[src/sv/batched_matrix_multiply_defines.svh]
// Assertion macros shared by the batched matrix multiply RTL.
`ifndef BATCHED_MATRIX_MULTIPLY_DEFINES_SVH
`define BATCHED_MATRIX_MULTIPLY_DEFINES_SVH

`ifndef ASSERT_OFF

// Check that the consequent holds in the same cycle as the antecedent.
`define BMM_ASSERT_IMPLY(lbl, clk, rst_n, ante, cons) \
  lbl: assert property (@(posedge clk) disable iff (!rst_n) (ante) |-> (cons)) \
    else $error("bmm same-cycle check failed");

// Check that the consequent holds in the cycle after the antecedent.
`define BMM_ASSERT_NEXT(lbl, clk, rst_n, ante, cons) \
  lbl: assert property (@(posedge clk) disable iff (!rst_n) (ante) |=> (cons)) \
    else $error("bmm next-cycle check failed");

`else

`define BMM_ASSERT_IMPLY(lbl, clk, rst_n, ante, cons)
`define BMM_ASSERT_NEXT(lbl, clk, rst_n, ante, cons)

`endif

`endif

[src/sv/bmm_pkg.sv]
// Shared constants, types and helper functions of the batched matrix multiply.
package bmm_pkg;

  localparam int unsigned MAX_DIM     = 16;
  localparam int unsigned DIM_AW      = $clog2(MAX_DIM);
  localparam int unsigned DIM_CW      = $clog2(MAX_DIM + 1);
  localparam int unsigned STORE_DEPTH = MAX_DIM * MAX_DIM;
  localparam int unsigned STORE_AW    = $clog2(STORE_DEPTH);

  localparam int unsigned VALUE_W     = 16;
  localparam int unsigned PROD_W      = 2 * VALUE_W;
  localparam int unsigned SUM_W       = 36;
  localparam int unsigned IDX_W       = 8;
  localparam int unsigned ROWCOL_W    = 4;
  localparam int unsigned COUNT_W     = 9;
  localparam int unsigned COUNT_MAX   = 256;
  localparam int unsigned DIM_REG_W   = 5;
  localparam int unsigned CFG_DATA_W  = 9;
  localparam int unsigned CFG_IDX_W   = 3;

  typedef enum logic [CFG_IDX_W-1:0] {
    CFG_BATCH_COUNT   = 3'd0,
    CFG_CHANNEL_COUNT = 3'd1,
    CFG_ROWS_M        = 3'd2,
    CFG_INNER_K       = 3'd3,
    CFG_COLS_N        = 3'd4
  } cfg_reg_e;

  typedef enum logic {
    OP_LOAD_RIGHT  = 1'b0,
    OP_STREAM_LEFT = 1'b1
  } op_e;

  typedef struct packed {
    logic                      opcode;
    logic signed [VALUE_W-1:0] value;
  } in_word_t;

  typedef struct packed {
    logic signed [SUM_W-1:0] product;
    logic [IDX_W-1:0]        batch_index;
    logic [IDX_W-1:0]        channel_index;
    logic [ROWCOL_W-1:0]     row_index;
    logic [ROWCOL_W-1:0]     col_index;
    logic                    last;
  } out_word_t;

  // One column step of a left element, with the tags its result needs
  typedef struct packed {
    logic                      valid;
    logic [DIM_AW-1:0]         col;
    logic                      last;
    logic                      emit;
    logic signed [VALUE_W-1:0] a;
    logic [DIM_AW-1:0]         row;
    logic [IDX_W-1:0]          channel;
    logic [IDX_W-1:0]          batch;
  } issue_t;

  typedef struct packed {
    logic              en;
    logic [DIM_AW-1:0] addr;
    logic [SUM_W-1:0]  data;
  } sum_wr_t;

  typedef struct packed {
    logic busy;
    logic adv;
  } mac_status_t;

  // Map a dimension register onto 1..MAX_DIM
  function automatic logic [DIM_CW-1:0] clamp_dim(input logic [DIM_REG_W-1:0] v);
    logic [DIM_CW-1:0] r;
    if (v == '0) begin
      r = DIM_CW'(1);
    end else if (32'(v) > MAX_DIM) begin
      r = DIM_CW'(MAX_DIM);
    end else begin
      r = DIM_CW'(v);
    end
    return r;
  endfunction

  // Map a count register onto 1..COUNT_MAX
  function automatic logic [COUNT_W-1:0] clamp_count(input logic [COUNT_W-1:0] v);
    logic [COUNT_W-1:0] r;
    if (v == '0) begin
      r = COUNT_W'(1);
    end else if (32'(v) > COUNT_MAX) begin
      r = COUNT_W'(COUNT_MAX);
    end else begin
      r = v;
    end
    return r;
  endfunction

endpackage

[src/sv/bmm_sum_mem.sv]
// Row-sum store with per-entry valid bits so that reset reads as zero.
module bmm_sum_mem import bmm_pkg::*; (
  input  logic              clk_i,
  input  logic              rst_ni,
  input  sum_wr_t           wr_i,
  input  logic              re_i,
  input  logic [DIM_AW-1:0] raddr_i,
  output logic [SUM_W-1:0]  rdata_o
);

  logic [SUM_W-1:0]   mem [MAX_DIM];
  logic [MAX_DIM-1:0] valid_q;
  logic [SUM_W-1:0]   rdata_q;
  logic               rvalid_q;

  // Data array: write and registered read
  always_ff @(posedge clk_i) begin
    if (wr_i.en) begin
      mem[wr_i.addr] <= wr_i.data;
    end
    if (re_i) begin
      rdata_q <= mem[raddr_i];
    end
  end

  // Mark entries written, track validity of the read word
  always_ff @(posedge clk_i or negedge rst_ni) begin
    if (!rst_ni) begin
      valid_q  <= '0;
      rvalid_q <= 1'b0;
    end else begin
      if (wr_i.en) begin
        valid_q[wr_i.addr] <= 1'b1;
      end
      if (re_i) begin
        rvalid_q <= valid_q[raddr_i];
      end
    end
  end

  assign rdata_o = rvalid_q ? rdata_q : '0;

endmodule

[config.mk]
export PLATFORM = sky130hd
export DESIGN_NAME = bmm_sum_mem
export DESIGN_NICKNAME = d
export VERILOG_FILES = /design/src/sv/batched_matrix_multiply_defines.svh /design/src/sv/bmm_pkg.sv /design/src/sv/bmm_sum_mem.sv
export SDC_FILE = /design/constraint.sdc
export NUM_CORES = 1
export LEC_CHECK = 0
export BUFFER_PORTS_ARGS = -buffer_cell sky130_fd_sc_hd__buf_2
export CORE_UTILIZATION = 65
export CTS_BUF_LIST = sky130_fd_sc_hd__clkbuf_8
export DETAILED_ROUTE_END_ITERATION = 12
export PLACE_DENSITY = 0.8
export SLEW_MARGIN = 30
export SYNTH_ARGS = -nofsm -noshare
export SYNTH_HDL_FRONTEND = slang
export SYNTH_SLANG_ARGS = --single-unit
[constraint.sdc]
create_clock -name clk_i -period 3.8 [get_ports clk_i]
set_input_delay 0.57 -clock clk_i [delete_from_list [all_inputs] [get_ports clk_i]]
set_output_delay 0.57 -clock clk_i [all_outputs]
set_load 0.05 [all_outputs]
Yosys cells after proc, flatten, opt, wreduce, memory -nomap -nowiden
Memory sizes are Yosys's and may differ from the RTL's. A register that Yosys moved wholly into a read port is not among the register bits.
Index checks and enable logic that the tools add are counted.
Widths: inputs -> output; s select.
{"block": "totals", "memories": 1, "ff_bits": 17, "mem_bits_rw": 576, "output_inout_bits": 36}
{"memory": "mem", "words": 16, "word_bits": 36, "read_ports": 1, "rd_ports_with_merged_regs": 1, "write_ports": 1, "line_no": "bmm_sum_mem.sv:11", "source": "logic [SUM_W-1:0] mem [MAX_DIM];"}
{"block": "classes", "mux": 7, "magnitude_cmp": 3, "bitwise_logic": 1, "reduce_logical": 1}
{"op": "$mux 36", "n": 1}
{"op": "$or 16x16->16", "n": 1}
{"op": "$lt 4x5->1 const B", "n": 2}
{"op": "$bmux 1 s4", "n": 1}
{"op": "$demux 1 s4", "n": 1}
{"op": "$ge 4x1->1 const B", "n": 1}
{"op": "$mux 1", "n": 4}
{"op": "$logic_and 1x1->1", "n": 1}

Longest topological paths before layout
Gate-level depths: netlist of the first run.
{"block": "logic_depth", "depth_word": 5, "ltp_mapped": 6, "depth_no_buf": 4}

Least setup slack after synthesis of the first run
OpenSTA, ideal clock, no wires.
{"block": "synth_path", "path_kind": "input-to-reg", "start": "input wr_i[38] (netlist bit)", "end": "memory mem[0][0] (enable)", "t_required_ns": 3.324, "path_slack_ns": -0.262, "t_arrival_ns": 3.586, "setup_time_ns": 0.476, "cell_stages": 2, "cell_sequence": "or3b_2 -> nor3_1"}
{"element": "from (decl)", "line_no": "bmm_sum_mem.sv:5", "source": "input sum_wr_t wr_i,"}
{"element": "to (decl)", "line_no": "bmm_sum_mem.sv:11"}
Straight into the memory's write port.

Final worst setup path of the first run
{"block": "layout_path", "start": "register rvalid_q", "end": "output rdata_o[6]"}
{"block": "layout_between", "elab_chain_cells": 1}
{"element": "from (decl)", "line_no": "bmm_sum_mem.sv:14", "source": "logic rvalid_q;"}
{"element": "from (signal assigned)", "line_no": "bmm_sum_mem.sv:36", "source": "rvalid_q <= valid_q[raddr_i];"}
{"element": "$mux 36", "line_no": "bmm_sum_mem.sv:41", "source": "assign rdata_o = rvalid_q ? rdata_q : '0;"}
{"element": "to (decl)", "line_no": "bmm_sum_mem.sv:8", "source": "output logic [SUM_W-1:0] rdata_o"}
No other way between the ends.

==> reports/results.ini, run 1 <==
[run_status]
outcome=completed

[power]
power_frac_clock=0.382
seqPwrFrac=0.539
leakage_nw=8.926
peakVddDrop_v=0.0003030
internal-power_mw=11.34
p_switching_mw=3.294
switching_share=0.2251
p_per_area_nw_per_um2=540.3
p_comb_frac=0.079

[setup_path]
crit_chain=buf_4 > and2_1 > buf_2
arrival_ns=2.35
r2r-start=mem[2][10]$_DFFE_PP_
max_stage_delay_ns=0.69
r2r_cells=2
crit_fanout=23
slowest_stage=dfrtp_1
crit_type=flip-flop to output pin
startpoint_type=flip-flop
ff2ff_setup_slack_ns=2.12
required_ns=3.23
worst_r2r_endpoint=rdata_q[10]$_DFFE_PP_
cp-end-kind=output pin

[timing]
setup_violations=0
period_share=0.7678
hold-worst-slack_ns=0.1748
final_hold_viol_count=0
drv_slew=0
fmax_mhz=342.7
worst_pin_slew_ns=0.8002
min_period_ns=2.918
rsz0062_at_grt=false
fin_tns_setup_ns=0
maxSlewHeadroom=0.4665
finalClockSkew_ns=0.02555

[cts]
ctsLongestPathBuffers=3
cts_max_level=3
clockRootBuffer=clkbuf_8
insertion_delay_ns=0.65
clock-sinks=629
cts.clk_slew.worst_paths_ns=0.06
ctsResizeCount=0
cts_tree=done
cts_buffers=94

[yosys]
synthesis.nets=984
synthTopCellsByArea=edfxtp_1 (77%), mux4_2 (13%), mux4_1 (5.3%)
synth_cells=936
synthSimpleGateAreaFrac=0.01820
synth_top_cell_by_area=edfxtp_1
synth_warnings=0
synth_xor_area_frac=0
synth-compound-area-share=0
yosysUniqueCellTypes=22
syn_area_um2=23930
synthAdderAreaFrac=0
synth-seq-cells=629
synth_mux_area_frac=0.1824
synth_top_family_by_area=multiplexers
yosysSeqAreaShare=0.7858
synth_top_area_share=0.7680
syn_avg_cell_area_um2=25.56

[placement]
dpl_cell_area_um2=25130
port_buffers=83
place.gp.congestion=0.7032
hpwl_um=24760

[drt]
drtPass1Iterations=7
num_vias=10777
via_per_inst=6.551
ant_nets=0
drt_wl_total_um=48690
wl_per_cell_um=29.60
drc=0
drtIter0Drc=1043

[die]
fp-row-count=69
core_area_um2=35910
die_area_um2=37580
chipHeight_um=193.9
io_pins=84
start_util=0.6662
die_w_um=193.9

[cells_and_area]
drive_gt1_frac=0.3514
final_cell_area_um2=27080
num-fill-cells=1835
finalNetCount=1153
antenna_cells=0
syn_to_final_growth_pct=13.19
final_common_cell=edfxtp_1
mostFrequentLayoutCells=edfxtp_1 (612), mux4_2 (136), clkbuf_8 (100)

[global_routing]
grt_pass1_vias=11268
grt_usage=0.2713
grt_pass1_wl_um=71930
grt_start_max_net_pins=61
gr-total-overflow=0
antenna_found_initial=2

[min_path]
hold_path_depth=1
min_from=re_i
hold_class=primary input to flip-flop
min_to=rdata_q[28]$_DFFE_PP_

[run]
cap_violations=0

-- power by group through the flow --
stage	sequential, mW	combinational [mW]	clock, mW
finish	7.89	1.15	5.59
detailed placement	8.04	1.15	0
floorplan	8.00	0.797	0
global placement	8.02	1.12	0
global route	7.91	1.21	5.99
CTS	7.90	1.16	5.68
-- worst max-delay path: cells and delay by family (launching register included) --
family	cells	cell delay, ns
buffers and inverters	2	0.73
DFF	1	0.69
and+or+nand+nor	1	0.29
-- kinds of logic (layout without fill, tap and decap cells) --
kind of cell,after synthesis,after routing
DFF,629,629
and+or+nand+nor,75,75
muxes,188,188
buffers and inverters,44,292
-- layer usage --
metal	GRT usage	vias up	share of wire
li1	-	4431	-
met5	0	-	0.00058
met3	0.04801	79	0.083
met1	0.3873	5687	0.39
met4	0.08907	4	0.019
met2	0.4384	576	0.51
-- registers in the layout, summed over array words and instances, names as in the netlist --
name      cells
rdata_q      36
mem         576
valid_q      16
rvalid_q      1
-- metrics by stage --
stage | utilization | total power [mW] | instances | setup WS (ns)
2_1_floorplan | - | 8.801 | 936 | 0.03863
3_3_place_gp | 0.6997 | 9.147 | 1469 | 1.013
3_5_place_dp | 0.6997 | 9.192 | 1469 | 1.000
4_1_cts | 0.7541 | 14.73 | 1645 | 0.7673
5_1_grt | 0.7541 | 15.11 | 1645 | 0.7429
6_report | 0.7541 | 14.63 | 1645 | 0.8824
-- Yosys cell counts --
master	n
and2_1	36
buf_1	2
buf_12	4
buf_2	9
buf_4	1
buf_6	9
buf_8	1
clkbuf_1	18
dfrtp_1	17
edfxtp_1	612
mux2_2	1
mux2i_1	3
mux4_1	48
mux4_2	136
nand2_1	1
nand2b_1	2
nand3_1	1
nand3b_1	2
nor2_1	12
nor3_1	4
or2_2	16
or3b_2	1
-- layout make-up --
type / count / area (µm²) / area share
sequential: 629 / 18800 / 0.6942
clock buffer: 99 / 1363 / 0.05031
clock inverter: 76 / 584.3 / 0.02157
timing repair buffer: 117 / 840.8 / 0.03104
tap: 461 / 576.8 / 0.02130
multi-input combinational: 263 / 4917 / 0.1815
-- how the worst max path moves through the flow --
| stage | from | end | slack [ns] | cells after the start |
|---|---|---|---|---|
| global route | rvalid_q$_DFFE_PN0P_ | rdata_o[6] | 0.74 | 3 |
| finish | rvalid_q$_DFFE_PN0P_ | rdata_o[6] | 0.88 | 3 |
| floorplan | wr_i[38] | mem[8][0]$_DFFE_PP_ | 0.04 | 2 |
| CTS | rvalid_q$_DFFE_PN0P_ | rdata_o[6] | 0.77 | 3 |
| global placement | raddr_i[0] | rdata_q[19]$_DFFE_PP_ | 1.01 | 4 |
| detailed placement | raddr_i[0] | rdata_q[22]$_DFFE_PP_ | 1.00 | 4 |
-- what timing repair did --
action / in CTS / in global routing
endpoints found under the hold margin: 17 / 0
setup buffers: 0 / 0
hold buffers: 1 / 0
Note: power is estimated with default switching activity, not from simulation.
==> run 2: changes to the inputs <==
Settings changed: CORE_UTILIZATION 65 to 58, PLACE_DENSITY 0.8 to 0.75.
Clock period 3.8 ns to 2.4 ns, I/O delays scaled along.
==> run 2 against run 1 <==
Combinational power rose by 64%. Clock power rose by 43%. Die area rose by 12%. Design area rose by 0.87%. Total power rose by 53%. Wire length rose by 1.9%. Via count fell by 0.39%. Critical path type unchanged.
==> reports/results.ini, run 2 (synthesized netlist as in run 1, its figures left out) <==
[die]
io_pins=84
fp-row-count=74
chipHeight_um=205.1
core_area_um2=40740
die_area_um2=42070
die_w_um=205.1
start_util=0.5873

[cts]
clockRootBuffer=clkbuf_8
cts.clk_slew.worst_paths_ns=0.07
ctsLongestPathBuffers=3
insertion_delay_ns=0.66
clock-sinks=629
ctsResizeCount=0
cts_max_level=3
cts_tree=done
cts_buffers=96

[placement]
dpl_cell_area_um2=25590
place.gp.congestion=0.7605
place_ws_ns=0.1346
hpwl_um=26920
port_buffers=83

[setup_path]
required_ns=2.04
cp-end-kind=output pin
crit_type=flip-flop to output pin
crit_fanout=24
startpoint_type=flip-flop
arrival_ns=1.91

[timing]
hold-worst-slack_ns=0.07358
worst_pin_slew_ns=0.5387
final_hold_viol_count=0
maxSlewHeadroom=0.6409
setup_violations=0
layout_setup_ws_ns=0.1346
min_period_ns=2.265
drv_slew=0
fmax_mhz=441.4
rsz0062_at_grt=false
finalClockSkew_ns=0.03960
period_share=0.9439

[power]
p_per_area_nw_per_um2=817.7
leakage_nw=9.006
peakVddDrop_v=0.0005571

[drt]
num_vias=10735
drc=0
drt_wl_total_um=49640
via_per_inst=6.194
drtIter0Drc=986
ant_nets=0
wl_per_cell_um=28.64
drtPass1Iterations=4

[cells_and_area]
mostFrequentLayoutCells=edfxtp_1 (612), mux4_2 (136), clkbuf_8 (105)
syn_to_final_growth_pct=14.18
drive_gt1_frac=0.3597
reg_top3=mem (576), rdata_q (36), valid_q (16)
antenna_cells=0
largest-register=mem
multi_input_area_um2=4936
final_cell_area_um2=27320
num-fill-cells=2502
final_common_cell=edfxtp_1
regArea_um2=18800
finalNetCount=1181
largest_reg_flops=576

[min_path]
hold_class=primary input to flip-flop

[global_routing]
gr-total-overflow=0
grt_pass1_wl_um=72670
grt_pass1_vias=11191
grt_usage=0.2468
grt_start_max_net_pins=39
antenna_found_initial=5

[run]
cap_violations=0

[run_status]
outcome=completed

-- run 2: changes by cell type in the layout (fill, tap and decap cells not counted), sizes merged --
| cell | change |
|---|---|
| bufinv | -9 |
| clkinv | -2 |
| clkinvlp | -2 |
| clkbuf | +5 |
| inv | -1 |
| buf | +26 |
-- run 2: cell type report --
cell class	count	area share
clock inverter	62	0.01049
sequential	629	0.6882
multi-input combinational	263	0.1807
tap	532	0.02436
timing repair buffer	143	0.04387
clock buffer	104	0.05239
-- run 2: timing repair --
item | in CTS | in global routing
setup endpoints to repair | 0 | 0
setup buffers | 0 | 0
endpoints found under the hold margin | 17 | 0
hold buffers | 1 | 0
-- run 2: per-stage QoR --
step / total power, mW / cells / util / TNS (ns)
finish: 22.34 / 1733 / 0.6706 / 0
global route: 23.09 / 1733 / 0.6706 / 0
CTS: 22.54 / 1733 / 0.6706 / 0
detailed placement: 14.61 / 1566 / 0.6282 / 0
global placement: 14.56 / 1566 / 0.6282 / 0
floorplan: 13.94 / 936 / - / -64.16
-- run 2: path summary, 6_finish.rpt --
kind	start	to	slack (ns)	cells after the start
worst max-delay path	rvalid_q$_DFFE_PN0P_	rdata_o[7]	0.13	3
worst min-delay path	wr_i[4]	mem[5][4]$_DFFE_PP_	0.07	1
worst min register to register	valid_q[5]$_DFFE_PN0P_	valid_q[5]$_DFFE_PN0P_	0.46	1
max in group asynchronous	rst_ni	valid_q[8]$_DFFE_PN0P_	1.93	2
min in group asynchronous	rst_ni	valid_q[1]$_DFFE_PN0P_	0.18	2
worst max register to register	mem[12][7]$_DFFE_PP_	rdata_q[7]$_DFFE_PP_	0.73	2
-- run 2: report_power, final --
group | switching, mW | internal (mW)
combinational | 1.20 | 0.693
sequential | 0.0899 | 12.4
clock | 3.90 | 4.07
total | 5.19 | 17.2
-- run 2: critical path, cell delays in order, from the launching register on --
cell and delay [ns]:
dfrtp_1 0.35, buf_4 0.32, and2_1 0.27, buf_2 0.29
-- run 2: routing by layer --
| layer | global-route usage | part of all wire | vias to the layer above |
|---|---|---|---|
| li1 | - | - | 4480 |
| met4 | 0.07354 | 0.017 | 8 |
| met3 | 0.05170 | 0.073 | 73 |
| met5 | 0 | 0.00091 | - |
| met2 | 0.3907 | 0.50 | 459 |
| met1 | 0.3527 | 0.41 | 5715 |
