===== config.mk =====
export PLATFORM = sky130hd
export DESIGN_NAME = bmm_mac_flat
export DESIGN_NICKNAME = d
export VERILOG_FILES = /design/src/sv/batched_matrix_multiply_defines.svh /design/src/sv/bmm_pkg.sv /design/src/sv/bmm_if.sv /design/src/sv/bmm_mac.sv /design/src/flat_wrapper.sv
export SDC_FILE = /design/constraint.sdc
export NUM_CORES = 1
export LEC_CHECK = 0
export BUFFER_PORTS_ARGS = -buffer_cell sky130_fd_sc_hd__buf_2
export CORE_AREA = 2 2 194 196
export DETAILED_ROUTE_END_ITERATION = 16
export DIE_AREA = 0 0 196 198
export GPL_TIMING_DRIVEN = 0
export PLACE_DENSITY = 0.76
export SKIP_CTS_REPAIR_TIMING = 1
export SYNTH_ARGS = -nofsm -noshare
export SYNTH_HDL_FRONTEND = slang
export SYNTH_SLANG_ARGS = --single-unit

===== constraint.sdc =====
create_clock -name clk_i -period 8.5 [get_ports clk_i]
set_input_delay 0.425 -clock clk_i [delete_from_list [all_inputs] [get_ports clk_i]]
set_output_delay 0.425 -clock clk_i [all_outputs]
set_load 0.1 [all_outputs]

===== src/sv/batched_matrix_multiply_defines.svh =====
// Assertion macros shared by the batched matrix multiply RTL.
`ifndef BATCHED_MATRIX_MULTIPLY_DEFINES_SVH
`define BATCHED_MATRIX_MULTIPLY_DEFINES_SVH

`ifndef ASSERT_OFF

// Check that the consequent holds in the same cycle as the antecedent.
`define BMM_ASSERT_IMPLY(lbl, clk, rst_n, ante, cons) \
  lbl: assert property (@(posedge clk) disable iff (!rst_n) (ante) |-> (cons)) \
    else $error("bmm same-cycle check failed");

// Check that the consequent holds in the cycle after the antecedent.
`define BMM_ASSERT_NEXT(lbl, clk, rst_n, ante, cons) \
  lbl: assert property (@(posedge clk) disable iff (!rst_n) (ante) |=> (cons)) \
    else $error("bmm next-cycle check failed");

`else

`define BMM_ASSERT_IMPLY(lbl, clk, rst_n, ante, cons)
`define BMM_ASSERT_NEXT(lbl, clk, rst_n, ante, cons)

`endif

`endif


===== src/sv/bmm_pkg.sv =====
// Shared constants, types and helper functions of the batched matrix multiply.
package bmm_pkg;

  localparam int unsigned MAX_DIM     = 16;
  localparam int unsigned DIM_AW      = $clog2(MAX_DIM);
  localparam int unsigned DIM_CW      = $clog2(MAX_DIM + 1);
  localparam int unsigned STORE_DEPTH = MAX_DIM * MAX_DIM;
  localparam int unsigned STORE_AW    = $clog2(STORE_DEPTH);

  localparam int unsigned VALUE_W     = 16;
  localparam int unsigned PROD_W      = 2 * VALUE_W;
  localparam int unsigned SUM_W       = 36;
  localparam int unsigned IDX_W       = 8;
  localparam int unsigned ROWCOL_W    = 4;
  localparam int unsigned COUNT_W     = 9;
  localparam int unsigned COUNT_MAX   = 256;
  localparam int unsigned DIM_REG_W   = 5;
  localparam int unsigned CFG_DATA_W  = 9;
  localparam int unsigned CFG_IDX_W   = 3;

  typedef enum logic [CFG_IDX_W-1:0] {
    CFG_BATCH_COUNT   = 3'd0,
    CFG_CHANNEL_COUNT = 3'd1,
    CFG_ROWS_M        = 3'd2,
    CFG_INNER_K       = 3'd3,
    CFG_COLS_N        = 3'd4
  } cfg_reg_e;

  typedef enum logic {
    OP_LOAD_RIGHT  = 1'b0,
    OP_STREAM_LEFT = 1'b1
  } op_e;

  typedef struct packed {
    logic                      opcode;
    logic signed [VALUE_W-1:0] value;
  } in_word_t;

  typedef struct packed {
    logic signed [SUM_W-1:0] product;
    logic [IDX_W-1:0]        batch_index;
    logic [IDX_W-1:0]        channel_index;
    logic [ROWCOL_W-1:0]     row_index;
    logic [ROWCOL_W-1:0]     col_index;
    logic                    last;
  } out_word_t;

  // One column step of a left element, with the tags its result needs
  typedef struct packed {
    logic                      valid;
    logic [DIM_AW-1:0]         col;
    logic                      last;
    logic                      emit;
    logic signed [VALUE_W-1:0] a;
    logic [DIM_AW-1:0]         row;
    logic [IDX_W-1:0]          channel;
    logic [IDX_W-1:0]          batch;
  } issue_t;

  typedef struct packed {
    logic              en;
    logic [DIM_AW-1:0] addr;
    logic [SUM_W-1:0]  data;
  } sum_wr_t;

  typedef struct packed {
    logic busy;
    logic adv;
  } mac_status_t;

  // Map a dimension register onto 1..MAX_DIM
  function automatic logic [DIM_CW-1:0] clamp_dim(input logic [DIM_REG_W-1:0] v);
    logic [DIM_CW-1:0] r;
    if (v == '0) begin
      r = DIM_CW'(1);
    end else if (32'(v) > MAX_DIM) begin
      r = DIM_CW'(MAX_DIM);
    end else begin
      r = DIM_CW'(v);
    end
    return r;
  endfunction

  // Map a count register onto 1..COUNT_MAX
  function automatic logic [COUNT_W-1:0] clamp_count(input logic [COUNT_W-1:0] v);
    logic [COUNT_W-1:0] r;
    if (v == '0) begin
      r = COUNT_W'(1);
    end else if (32'(v) > COUNT_MAX) begin
      r = COUNT_W'(COUNT_MAX);
    end else begin
      r = v;
    end
    return r;
  endfunction

endpackage


===== src/sv/bmm_if.sv =====


interface bmm_out_if import bmm_pkg::*; ();
  logic      valid;
  logic      ready;
  out_word_t data;

  modport source (output valid, output data, input ready);
  modport sink (input valid, input data, output ready);
endinterface


===== src/sv/bmm_mac.sv =====
// Multiply-accumulate pipeline: multiply stage, add/write-back stage, result register.
module bmm_mac import bmm_pkg::*; (
  input  logic               clk_i,
  input  logic               rst_ni,
  input  issue_t             issue_i,
  input  logic [VALUE_W-1:0] b_data_i,
  input  logic [SUM_W-1:0]   sum_data_i,
  output sum_wr_t            sum_wr_o,
  output mac_status_t        status_o,
  bmm_out_if.source          out_o
);

  logic                     adv;
  logic                     va_q;
  issue_t                   ta_q;
  logic                     vb_q;
  issue_t                   tb_q;
  logic signed [PROD_W-1:0] prod_d;
  logic signed [PROD_W-1:0] prod_q;
  logic [SUM_W-1:0]         sum_q;
  logic signed [SUM_W-1:0]  prod_ext;
  logic [SUM_W-1:0]         sum_new;
  logic                     out_load;
  logic                     out_valid_q;
  out_word_t                out_q;

  // Advance the whole pipeline unless a result word is stuck
  assign adv = !out_valid_q || out_o.ready;

  // Valid bits of both stages
  always_ff @(posedge clk_i or negedge rst_ni) begin
    if (!rst_ni) begin
      va_q <= 1'b0;
      vb_q <= 1'b0;
    end else if (adv) begin
      va_q <= issue_i.valid;
      vb_q <= va_q;
    end
  end

  // Multiply the left element by the right entry registered when it was issued
  assign prod_d = ta_q.a * $signed(b_data_i);

  always_ff @(posedge clk_i) begin
    if (adv) begin
      ta_q   <= issue_i;
      tb_q   <= ta_q;
      prod_q <= prod_d;
      sum_q  <= sum_data_i;
    end
  end

  // Accumulate; on the row's last element clear the entry and emit the sum
  assign prod_ext = SUM_W'(prod_q);
  assign sum_new  = sum_q + prod_ext;

  always_comb begin
    sum_wr_o.en   = vb_q && adv;
    sum_wr_o.addr = tb_q.col;
    sum_wr_o.data = tb_q.emit ? '0 : sum_new;
  end

  assign out_load = vb_q && adv && tb_q.emit;

  // Result register
  always_ff @(posedge clk_i or negedge rst_ni) begin
    if (!rst_ni) begin
      out_valid_q <= 1'b0;
    end else if (out_load) begin
      out_valid_q <= 1'b1;
    end else if (out_o.ready) begin
      out_valid_q <= 1'b0;
    end
  end

  always_ff @(posedge clk_i) begin
    if (out_load) begin
      out_q.product       <= sum_new;
      out_q.batch_index   <= tb_q.batch;
      out_q.channel_index <= tb_q.channel;
      out_q.row_index     <= ROWCOL_W'(tb_q.row);
      out_q.col_index     <= ROWCOL_W'(tb_q.col);
      out_q.last          <= tb_q.last;
    end
  end

  assign out_o.valid = out_valid_q;
  assign out_o.data  = out_q;

  assign status_o.busy = va_q || vb_q;
  assign status_o.adv  = adv;

endmodule

===== src/flat_wrapper.sv =====
// flat-port wrapper written by rule: the top's interface ports become plain ports
module bmm_mac_flat import bmm_pkg::*;
  (clk_i, rst_ni, issue_i, b_data_i, sum_data_i, sum_wr_o, status_o, out_o_valid, out_o_data, out_o_ready);
  bmm_out_if out_o_i ();
  input  logic clk_i;
  input  logic rst_ni;
  input  issue_t issue_i;
  input  logic [VALUE_W-1:0] b_data_i;
  input  logic [SUM_W-1:0] sum_data_i;
  output sum_wr_t sum_wr_o;
  output mac_status_t status_o;
  output wire logic [$bits(out_o_i.valid)-1:0] out_o_valid;
  output wire logic [$bits(out_o_i.data)-1:0] out_o_data;
  input wire logic [$bits(out_o_i.ready)-1:0] out_o_ready;
  assign out_o_valid = out_o_i.valid;
  assign out_o_data = out_o_i.data;
  assign out_o_i.ready = out_o_ready;
  bmm_mac u_core (.clk_i(clk_i), .rst_ni(rst_ni), .issue_i(issue_i), .b_data_i(b_data_i), .sum_data_i(sum_data_i), .sum_wr_o(sum_wr_o), .status_o(status_o), .out_o(out_o_i));
endmodule

Word-level counts from Yosys, hierarchy flattened
Cells that the tools add are included.
- add/sub/neg operators: 1
- multipliers: 1
- divide/modulo/power cells: 0
- $lt $le $gt $ge: 0
- equal/unequal tests: 0
- shift operators: 0
- mux-type cells: 3
- bitwise logic cells: 0
- reduce and logical (&&, ||, !) cells: 6
- operator list (cell ; number):
    36-bit adder ; 1
    36-bit 2-to-1 mux ; 1
    16-bit by 16-bit multiplier with 32-bit output ; 1
    1-bit logical AND ; 2
    1-bit logical OR ; 2
    1-bit 2-to-1 mux ; 2
    2-bit nonzero test ; 1
    1-bit zero test ; 1
- bits in registers: 200
- bits in latches: 0
- bits in writable memories: 0
- bits in read-only memories: 0
- input port bits: 98
- output and inout port bits: 105
- memories kept: 0

Depth between registers and ports, before layout
Gate-level depths: netlist of run 1.
- depth in word-level cells: 5
- depth in mapped cells: 24
- mapped depth without buffers: 23

Worst setup path before layout of run 1
OpenSTA, ideal clock, no wires.
- kind: reg-to-reg
- start point: register u_core.out_valid_q, in the netlist u_core.out_o.valid
- end point: register u_core.out_q (netlist bit u_core.out_o.data[0]) (enable)
- setup time: 0.415 ns
- data arrival time: 6.567 ns
- slack: 1.518 ns
- cell stages (with the launch flop): 5
- buffers on the path: 0
- period minus slack after synthesis: 6.982 ns
- cell sequence: dfrtp_1 nand2b_1 and2_1 nand2_1 inv_1
- RTL lines (what ; line ; RTL):
    from (decl) ; bmm_mac.sv:24 ; logic out_valid_q;
    from (signal assigned) ; bmm_mac.sv:68 ; out_valid_q <= 1'b0;
    from (signal assigned) ; bmm_mac.sv:70 ; out_valid_q <= 1'b1;
    from (signal assigned) ; bmm_mac.sv:72 ; out_valid_q <= 1'b0;
    to (decl) ; bmm_mac.sv:25 ; out_word_t out_q;

Worst setup path after layout of run 1
- start point: register u_core.ta_q[30] (netlist name)
- end point: register u_core.prod_q[30], data pin
- cells in the longest elaborated chain, start to end: 1
- RTL lines (what ; line ; RTL):
    from (decl) ; bmm_mac.sv:15 ; issue_t ta_q;
    from (signal assigned) ; bmm_mac.sv:46 ; ta_q <= issue_i;
    16-bit by 16-bit multiplier with 32-bit output ; bmm_mac.sv:42 ; assign prod_d = ta_q.a * $signed(b_data_i);
    net u_core.prod_d[30] ; bmm_mac.sv:18 ; logic signed [PROD_W-1:0] prod_d;
    to (signal assigned) ; bmm_mac.sv:48 ; prod_q <= prod_d;
    to (decl) ; bmm_mac.sv:19 ; logic signed [PROD_W-1:0] prod_q;
The timed path passes the listed nets, and every way through them passes these cells.
A chain may end at the register's enable or synchronous reset.

==> flow_metrics.py, run 1 <==
metrics = {
    "sta": {
        "finClkSkew_ns": 0.0226,
        "finalCritPeriodShare_pct": 83.4,
        "rsz0062_at_grt": "no",
        "tightest_slew_ns": 0.750,
        "setup_ws_ns": 1.41,
        "max_clock_freq_ghz": 0.141,
        "final_max_slew_viol_count": 0,
        "finalCriticalPeriod_ns": 7.09,
        "setup_viol": 0,
        "fin_setup_tns_ns": 0,
        "slew_headroom_pct": 50.0,
        "finalHoldViolations": 0,
    },
    "drt": {
        "wire_per_inst_um": 18.5,
        "drt_iter0_markers": 612,
        "vias": 12000,
        "drtAntennaViolNets": 0,
        "via_per_inst": 5.19,
        "routed_wl_mm": 42.6,
        "drc": 0,
        "drtPass1Iterations": 5,
    },
    "clocking": {
        "clock_sinks": 200,
        "clock_latency_ns": 0.46,
        "tritoncts": "yes",
        "h-tree-depth": 4,
        "root_buffer": "clkbuf_16",
        "clk_pin_slew_ns": 0.09,
        "clk_path_buf_depth": 2,
        "cts_buffers": 17,
    },
    "floorplanning": {
        "ioPinCount": 203,
        "fp.coreArea_um2": 37000,
        "num_rows": 71,
        "die_width_um": 196,
        "die_area_um2": 38800,
        "die_h_um": 198,
        "initial_core_util_pct": 48.9,
    },
    "synth": {
        "avgSynthCellArea_um2": 11.3,
        "synth_seq_cells": 200,
        "synthCells": 1595,
        "synth_top_family_by_area": "adder cells",
        "synth-xor-area-share_pct": 3.10,
        "syn_nets": 2073,
        "synthArstFlopShare_pct": 1.50,
        "synthSimpleGateAreaFrac_pct": 11.6,
        "synth_compound_gate_area_share_pct": 6.89,
        "yosys.cell_types.count": 70,
        "yosys_warnings": 0,
        "synth.area.mux_share_pct": 0.360,
        "synth_edf_count": 197,
        "synth.cell_area_um2": 18100,
        "synthAdderAreaFrac_pct": 37.2,
        "yosysSeqAreaShare_pct": 33.1,
        "ys.flop_type": "edfxtp_1",
    },
    "final_layout": {
        "syn_to_final_growth_pct": 12.7,
        "design_area_um2": 20400,
        "drive_above_1_share_pct": 14.9,
        "nets": 2298,
        "n_fill_cell": 3112,
    },
    "worst_setup_path": {
        "crit_path_start": "u_core.ta_q[30]$_DFFE_PN_",
        "rr_worst_depth": 20,
        "required_ns": 8.72,
        "startpoint_type": "flip-flop",
        "crit_path_end": "u_core.prod_q[30]$_DFFE_PN_",
        "r2r_end": "u_core.prod_q[30]$_DFFE_PN_",
        "endpoint_kind": "flip-flop",
        "reg2reg_from": "u_core.ta_q[30]$_DFFE_PN_",
        "worstPathMaxFanout": 10,
        "regToRegSetupSlack_ns": 1.41,
        "crit_type": "reg -> reg",
        "crit_arrival_ns": 7.31,
    },
    "job": {
        "maxCapViolCount": 0,
    },
    "global_route": {
        "grt_max_degree": 74,
        "antenna_found_initial": 2,
        "grt_pass1_wl_mm": 67.7,
        "grt_usage_pct": 22.8,
        "grt_remaining_overflow": 0,
        "grt_pass1_vias": 12500,
    },
    "place": {
        "dpl.hpwl_mm": 34.6,
        "dpl_cell_area_um2": 19800,
        "post-place-ws_ns": 1.50,
        "gp_congestion": 0.946,
        "port_buffers": 202,
    },
    "worst_hold_path": {
        "hold_path.class": "in -> reg",
    },
    "outcome": {
        "status": "completed",
    },
}
==> sequential cells by signal, indices dropped and copies added, names as in the netlist <==
register	count
u_core.sum_wr_o	4
u_core.out_o.data	61
u_core.va_q	1
u_core.ta_q	42
u_core.sum_q	36
u_core.out_o.valid	1
u_core.prod_q	32
u_core.vb_q	1
u_core.tb_q	22
==> layout by cell type, fill, tap and decap left out, types with 3 or more instances in the layout <==
| cell | synthesis | final |
|---|---|---|
| xnor2_1 | 46 | 46 |
| fa_1 | 263 | 263 |
| nand3_1 | 7 | 7 |
| edfxtp_1 | 197 | 197 |
| nand2b_1 | 16 | 15 |
| o21bai_1 | 7 | 7 |
| a31oi_1 | 9 | 9 |
| a211oi_1 | 8 | 8 |
| a21o_1 | 24 | 24 |
| dfrtp_1 | 3 | 3 |
| clkinv_8 | 0 | 3 |
| and3_1 | 7 | 7 |
| o211ai_1 | 3 | 3 |
| nor2b_1 | 40 | 40 |
| a21oi_1 | 49 | 49 |
| clkbuf_16 | 0 | 17 |
| clkbuf_1 | 34 | 35 |
| inv_8 | 0 | 3 |
| nand2_1 | 142 | 142 |
| xor2_1 | 18 | 18 |
| buf_2 | 2 | 204 |
| a311o_1 | 3 | 3 |
| buf_4 | 7 | 7 |
| a21o_2 | 4 | 4 |
| o21a_1 | 10 | 10 |
| and2_1 | 127 | 127 |
| ha_1 | 117 | 117 |
| inv_1 | 316 | 315 |
| o21ai_0 | 22 | 22 |
| nand4_1 | 3 | 3 |
| nor2_1 | 37 | 37 |
| or3_1 | 3 | 3 |
| mux2_2 | 4 | 4 |
| nor3_1 | 11 | 11 |
==> area by class of cell <==
type | instances | area [µm²] | area share [%]
buffer | 45 | 213 | 1.04
tap | 474 | 593 | 2.91
multi-input combinational | 1034 | 10700 | 52.5
clock inverter | 14 | 164 | 0.805
clock buffer | 18 | 429 | 2.11
sequential | 200 | 5990 | 29.4
antenna | 1 | 2.50 | 0.0123
timing repair buffer | 206 | 1100 | 5.38
inverter | 316 | 1190 | 5.82
==> routing by layer <==
layer,wire [µm],global-route usage [%],vias to the layer above,share of wire (%)
li1,-,-,5549,-
met1,18800,30.6,5885,44
met3,3340,5.14,71,7.8
met4,1260,8.59,2,2.9
met5,12,0,-,0.028
met2,19200,36.6,465,45
==> synth_stat cells, types with 24 or more instances <==
master | n | area share [%]
a21o_1 | 24 | 1.0
a21oi_1 | 49 | 1.4
and2_1 | 127 | 4.4
clkbuf_1 | 34 | 0.71
edfxtp_1 | 197 | 33
fa_1 | 263 | 29
ha_1 | 117 | 8.1
inv_1 | 316 | 6.6
nand2_1 | 142 | 2.9
nor2_1 | 37 | 0.77
nor2b_1 | 40 | 1.4
xnor2_1 | 46 | 2.2
==> kinds of logic after synthesis <==
family / count (synthesis)
and+or+nand+nor: 406
adders and majority gates: 380
buffers and inverters: 361
DFF: 200
AOI/OAI and AO/OA: 178
xor gates and xnor gates: 64
muxes: 6
==> critical path: stages (launching register included) <==
cell and delay [ns]:
edfxtp_1 0.63, clkbuf_1 0.51, nand2_1 0.16, fa_1 0.53, fa_1 0.59, fa_1 0.45, fa_1 0.59, inv_1 0.07
fa_1 0.47, inv_1 0.05, fa_1 0.47, inv_1 0.04, ha_1 0.33, and3_1 0.25, and3_1 0.20, nand4_1 0.18
a31oi_1 0.37, a41oi_1 0.29, nor3_1 0.33, o221ai_1 0.19, xnor2_1 0.15
==> worst min path at each step <==
stage	endpoint	start	slack [ns]	cells past startpoint
2_1_floorplan	u_core.out_o.valid$_DFFE_PN0P_	rst_ni	0.13	0
3_5_place_dp	u_core.out_o.valid$_DFFE_PN0P_	rst_ni	0.23	1
5_1_grt	u_core.ta_q[35]$_DFFE_PN_	issue_i[35]	0.12	1
4_1_cts	u_core.out_o.valid$_DFFE_PN0P_	rst_ni	-0.26	1
6_report	u_core.ta_q[35]$_DFFE_PN_	issue_i[35]	0.13	1
3_3_place_gp	u_core.out_o.valid$_DFFE_PN0P_	rst_ni	0.23	1
==> per-stage QoR <==
step	std cells	hold slack (ns)	util (%)
floorplan	1595	0.129	-
global placement	2271	0.226	53.3
detailed placement	2274	0.232	53.5
CTS	2306	-0.256	55.1
global route	2308	0.121	55.1
finish	2308	0.131	55.1
Power of run 1 is not shown: default switching activity piles up to over one toggle a cycle in this logic, so the estimate is an artifact.
==> run 2: changes to the inputs <==
- ABC_AREA: default -> 1
- CORE_AREA: 2 2 194 196 -> 2 2 202 204
- DIE_AREA: 0 0 196 198 -> 0 0 204 206
- PLACE_DENSITY: 0.76 -> 0.78
- clock period: 8.5 -> 6.1 ns (I/O delays scaled with it)
==> run 2 against run 1 <==
  * Setup slack got worse by 1.3 ns
  * Maximum frequency rose by 19%
  * Global-route usage rose by 2.7 points
  * Area after synthesis rose by 8.8%
  * Wire length rose by 23%
  * Worst hold slack got worse by 0.12 ns
  * Via count rose by 29%
  * First-iteration DRC count rose by 61%
  * Synthesized cell count rose by 39%
  * Critical path depth did not move
  * Clock skew rose by 0.00084 ns
  * Critical endpoint is now u_core.prod_q[27]$_DFFE_PN_
==> flow_metrics.py, run 2 <==
metrics = {
    "sta": {
        "setup_viol": 0,
        "setup_ws_ns": 0.135,
        "finalCriticalPeriod_ns": 5.97,
        "tightest_slew_ns": 1.01,
        "slew_headroom_pct": 32.1,
        "hold_ws_ns": 0.0150,
        "finalCritPeriodShare_pct": 97.8,
        "final_max_slew_viol_count": 0,
        "rsz0062_at_grt": "yes",
        "max_clock_freq_ghz": 0.168,
        "finClkSkew_ns": 0.0234,
        "finalHoldViolations": 0,
    },
    "drt": {
        "wl_met1_mm": 21.0,
        "wl_met2_mm": 25.7,
        "drtPass1Iterations": 5,
        "routed_wl_mm": 52.2,
        "wl_met3_mm": 3.62,
        "via_per_inst": 5.03,
        "drtAntennaViolNets": 0,
        "drc": 0,
        "highest_layer": "met4",
        "wire_per_inst_um": 17.0,
        "drt_iter0_markers": 986,
        "vias": 15400,
    },
    "floorplanning": {
        "die_area_um2": 42000,
        "ioPinCount": 203,
        "initial_core_util_pct": 49.0,
        "num_rows": 74,
        "die_width_um": 204,
        "die_h_um": 206,
        "fp.coreArea_um2": 40200,
    },
    "clocking": {
        "root_buffer": "clkbuf_16",
        "clock_latency_ns": 0.48,
        "clk_pin_slew_ns": 0.08,
        "cts_buffers": 17,
        "h-tree-depth": 4,
        "clk_path_buf_depth": 2,
        "clock_sinks": 200,
        "tritoncts": "yes",
    },
    "synth": {
        "synthTopCellsByArea": "edfxtp_1, fa_1, inv_1",
        "ys.flop_type": "edfxtp_1",
        "yosys-top-cells-count": "inv_1, nand2_1, fa_1",
        "yosys_warnings": 0,
        "synth_edf_count": 197,
        "yosys.cell_types.count": 37,
        "synth.cell_area_um2": 19700,
        "syn_nets": 2698,
        "avgSynthCellArea_um2": 8.86,
        "yosysTopAreaCellShare_pct": 30.1,
        "synth_seq_cells": 200,
        "synthCells": 2220,
        "yosysSeqAreaShare_pct": 30.5,
        "synthArstFlopShare_pct": 1.50,
        "synthMostInstantiatedCell": "inv_1",
        "yosys.area.top_type": "edfxtp_1",
    },
    "worst_setup_path": {
        "path_common_cell": "fa_1",
        "critPathSlowestCell": "fa_1",
        "worstPathCellList": "buf_4, nand2_1, inv_1, fa_1, inv_1, fa_1, inv_1, fa_1, inv_1, fa_1, fa_1, fa_1, inv_1, ha_1, a21oi_1, a21boi_1, o21ai_0, nand2_1, nand3_1, xor2_1",
        "worstPathMaxFanout": 5,
        "crit_path_start": "u_core.ta_q[35]$_DFFE_PN_",
        "reg2reg_from": "u_core.ta_q[35]$_DFFE_PN_",
        "cp.buffers_inverters": 6,
        "endpoint_kind": "flip-flop",
        "required_ns": 6.31,
        "path_delay_family": "adder cells",
        "startpoint_type": "flip-flop",
        "max_stage_delay_ns": 0.57,
        "crit_type": "reg -> reg",
        "crit_arrival_ns": 6.18,
    },
    "final_layout": {
        "n_fill_cell": 3467,
        "drive_above_1_share_pct": 13.7,
        "num_antenna_cells": 0,
        "largest_reg_flops": 61,
        "layout_commonest_cell": "inv_1",
        "design_area_um2": 23000,
        "final_cell_mix": "inv_1, nand2_1, fa_1, edfxtp_1, buf_2",
        "utilization_pct": 57.1,
        "nets": 2998,
        "syn_to_final_growth_pct": 16.7,
    },
    "place": {
        "gp_congestion": 0.975,
        "post-place-ws_ns": -0.468,
        "dpl.hpwl_mm": 41.8,
        "dpl_cell_area_um2": 21400,
        "port_buffers": 187,
    },
    "global_route": {
        "grt_remaining_overflow": 0,
        "grt_pass1_vias": 15800,
        "grt_pass1_wl_mm": 81.7,
        "grt_max_degree": 75,
        "antenna_found_initial": 0,
        "grt_usage_pct": 25.5,
    },
    "worst_hold_path": {
        "hold_start": "issue_i[40]",
        "hold_path.class": "in -> reg",
    },
    "job": {
        "maxCapViolCount": 0,
    },
    "outcome": {
        "status": "completed",
    },
}
==> run 2: metal layers <==
| metal | GRT usage, % | up-vias |
|---|---|---|
| met3 | 4.51 | 111 |
| li1 | - | 7189 |
| met4 | 11.5 | 0 |
| met2 | 44.4 | 616 |
| met1 | 31.1 | 7488 |
| met5 | 0 | - |
==> run 2: logic make-up after synthesis <==
logic type | after synthesis | synth area share (%)
simple gates | 807 | 16.9
buf+inv | 668 | 12.8
fa+ha+maj | 380 | 34.2
flops | 200 | 30.5
compound gates | 114 | 3.31
xor+xnor | 51 | 2.31
==> run 2: through the flow <==
step	std cells	setup TNS (ns)
after global routing	3065	-0.149
final	3065	0
after floorplan	2220	0
after detailed placement	2944	-5.62
after CTS	2976	-5.81
after global placement	2939	-52.90
==> run 2: final timing paths <==
kind	endpoint	slack, ns	depth (start not counted)
max reg2reg	u_core.prod_q[27]$_DFFE_PN_	0.13	20
min	u_core.ta_q[40]$_DFFE_PN_	0.01	1
min reg2reg	u_core.out_o.data[13]$_DFFE_PP_	0.42	0
max	u_core.prod_q[27]$_DFFE_PN_	0.13	20
max in group asynchronous	u_core.va_q$_DFFE_PN0N_	5.82	2
min in group asynchronous	u_core.out_o.valid$_DFFE_PN0P_	0.16	2
==> run 2: layout make-up <==
cell class | instances | area (µm²) | share of cell area, %
sequential | 200 | 5990 | 26.1
clock inverter | 15 | 174 | 0.757
tap | 532 | 666 | 2.90
clock buffer | 17 | 425 | 1.85
buffer | 57 | 282 | 1.23
inverter | 603 | 2270 | 9.88
timing repair buffer | 289 | 1920 | 8.38
multi-input combinational | 1352 | 11200 | 48.9
==> run 2: worst register-to-register path, stage by stage, from the launching register on <==
cell and delay, ns:
edfxtp_1 0.53, buf_4 0.20, nand2_1 0.09, inv_1 0.10
fa_1 0.55, inv_1 0.06, fa_1 0.57, inv_1 0.07
fa_1 0.52, inv_1 0.06, fa_1 0.50, fa_1 0.40
fa_1 0.56, inv_1 0.06, ha_1 0.37, a21oi_1 0.20
a21boi_1 0.27, o21ai_0 0.21, nand2_1 0.10, nand3_1 0.11
xor2_1 0.17
Power of run 2 is left out for the same reason.
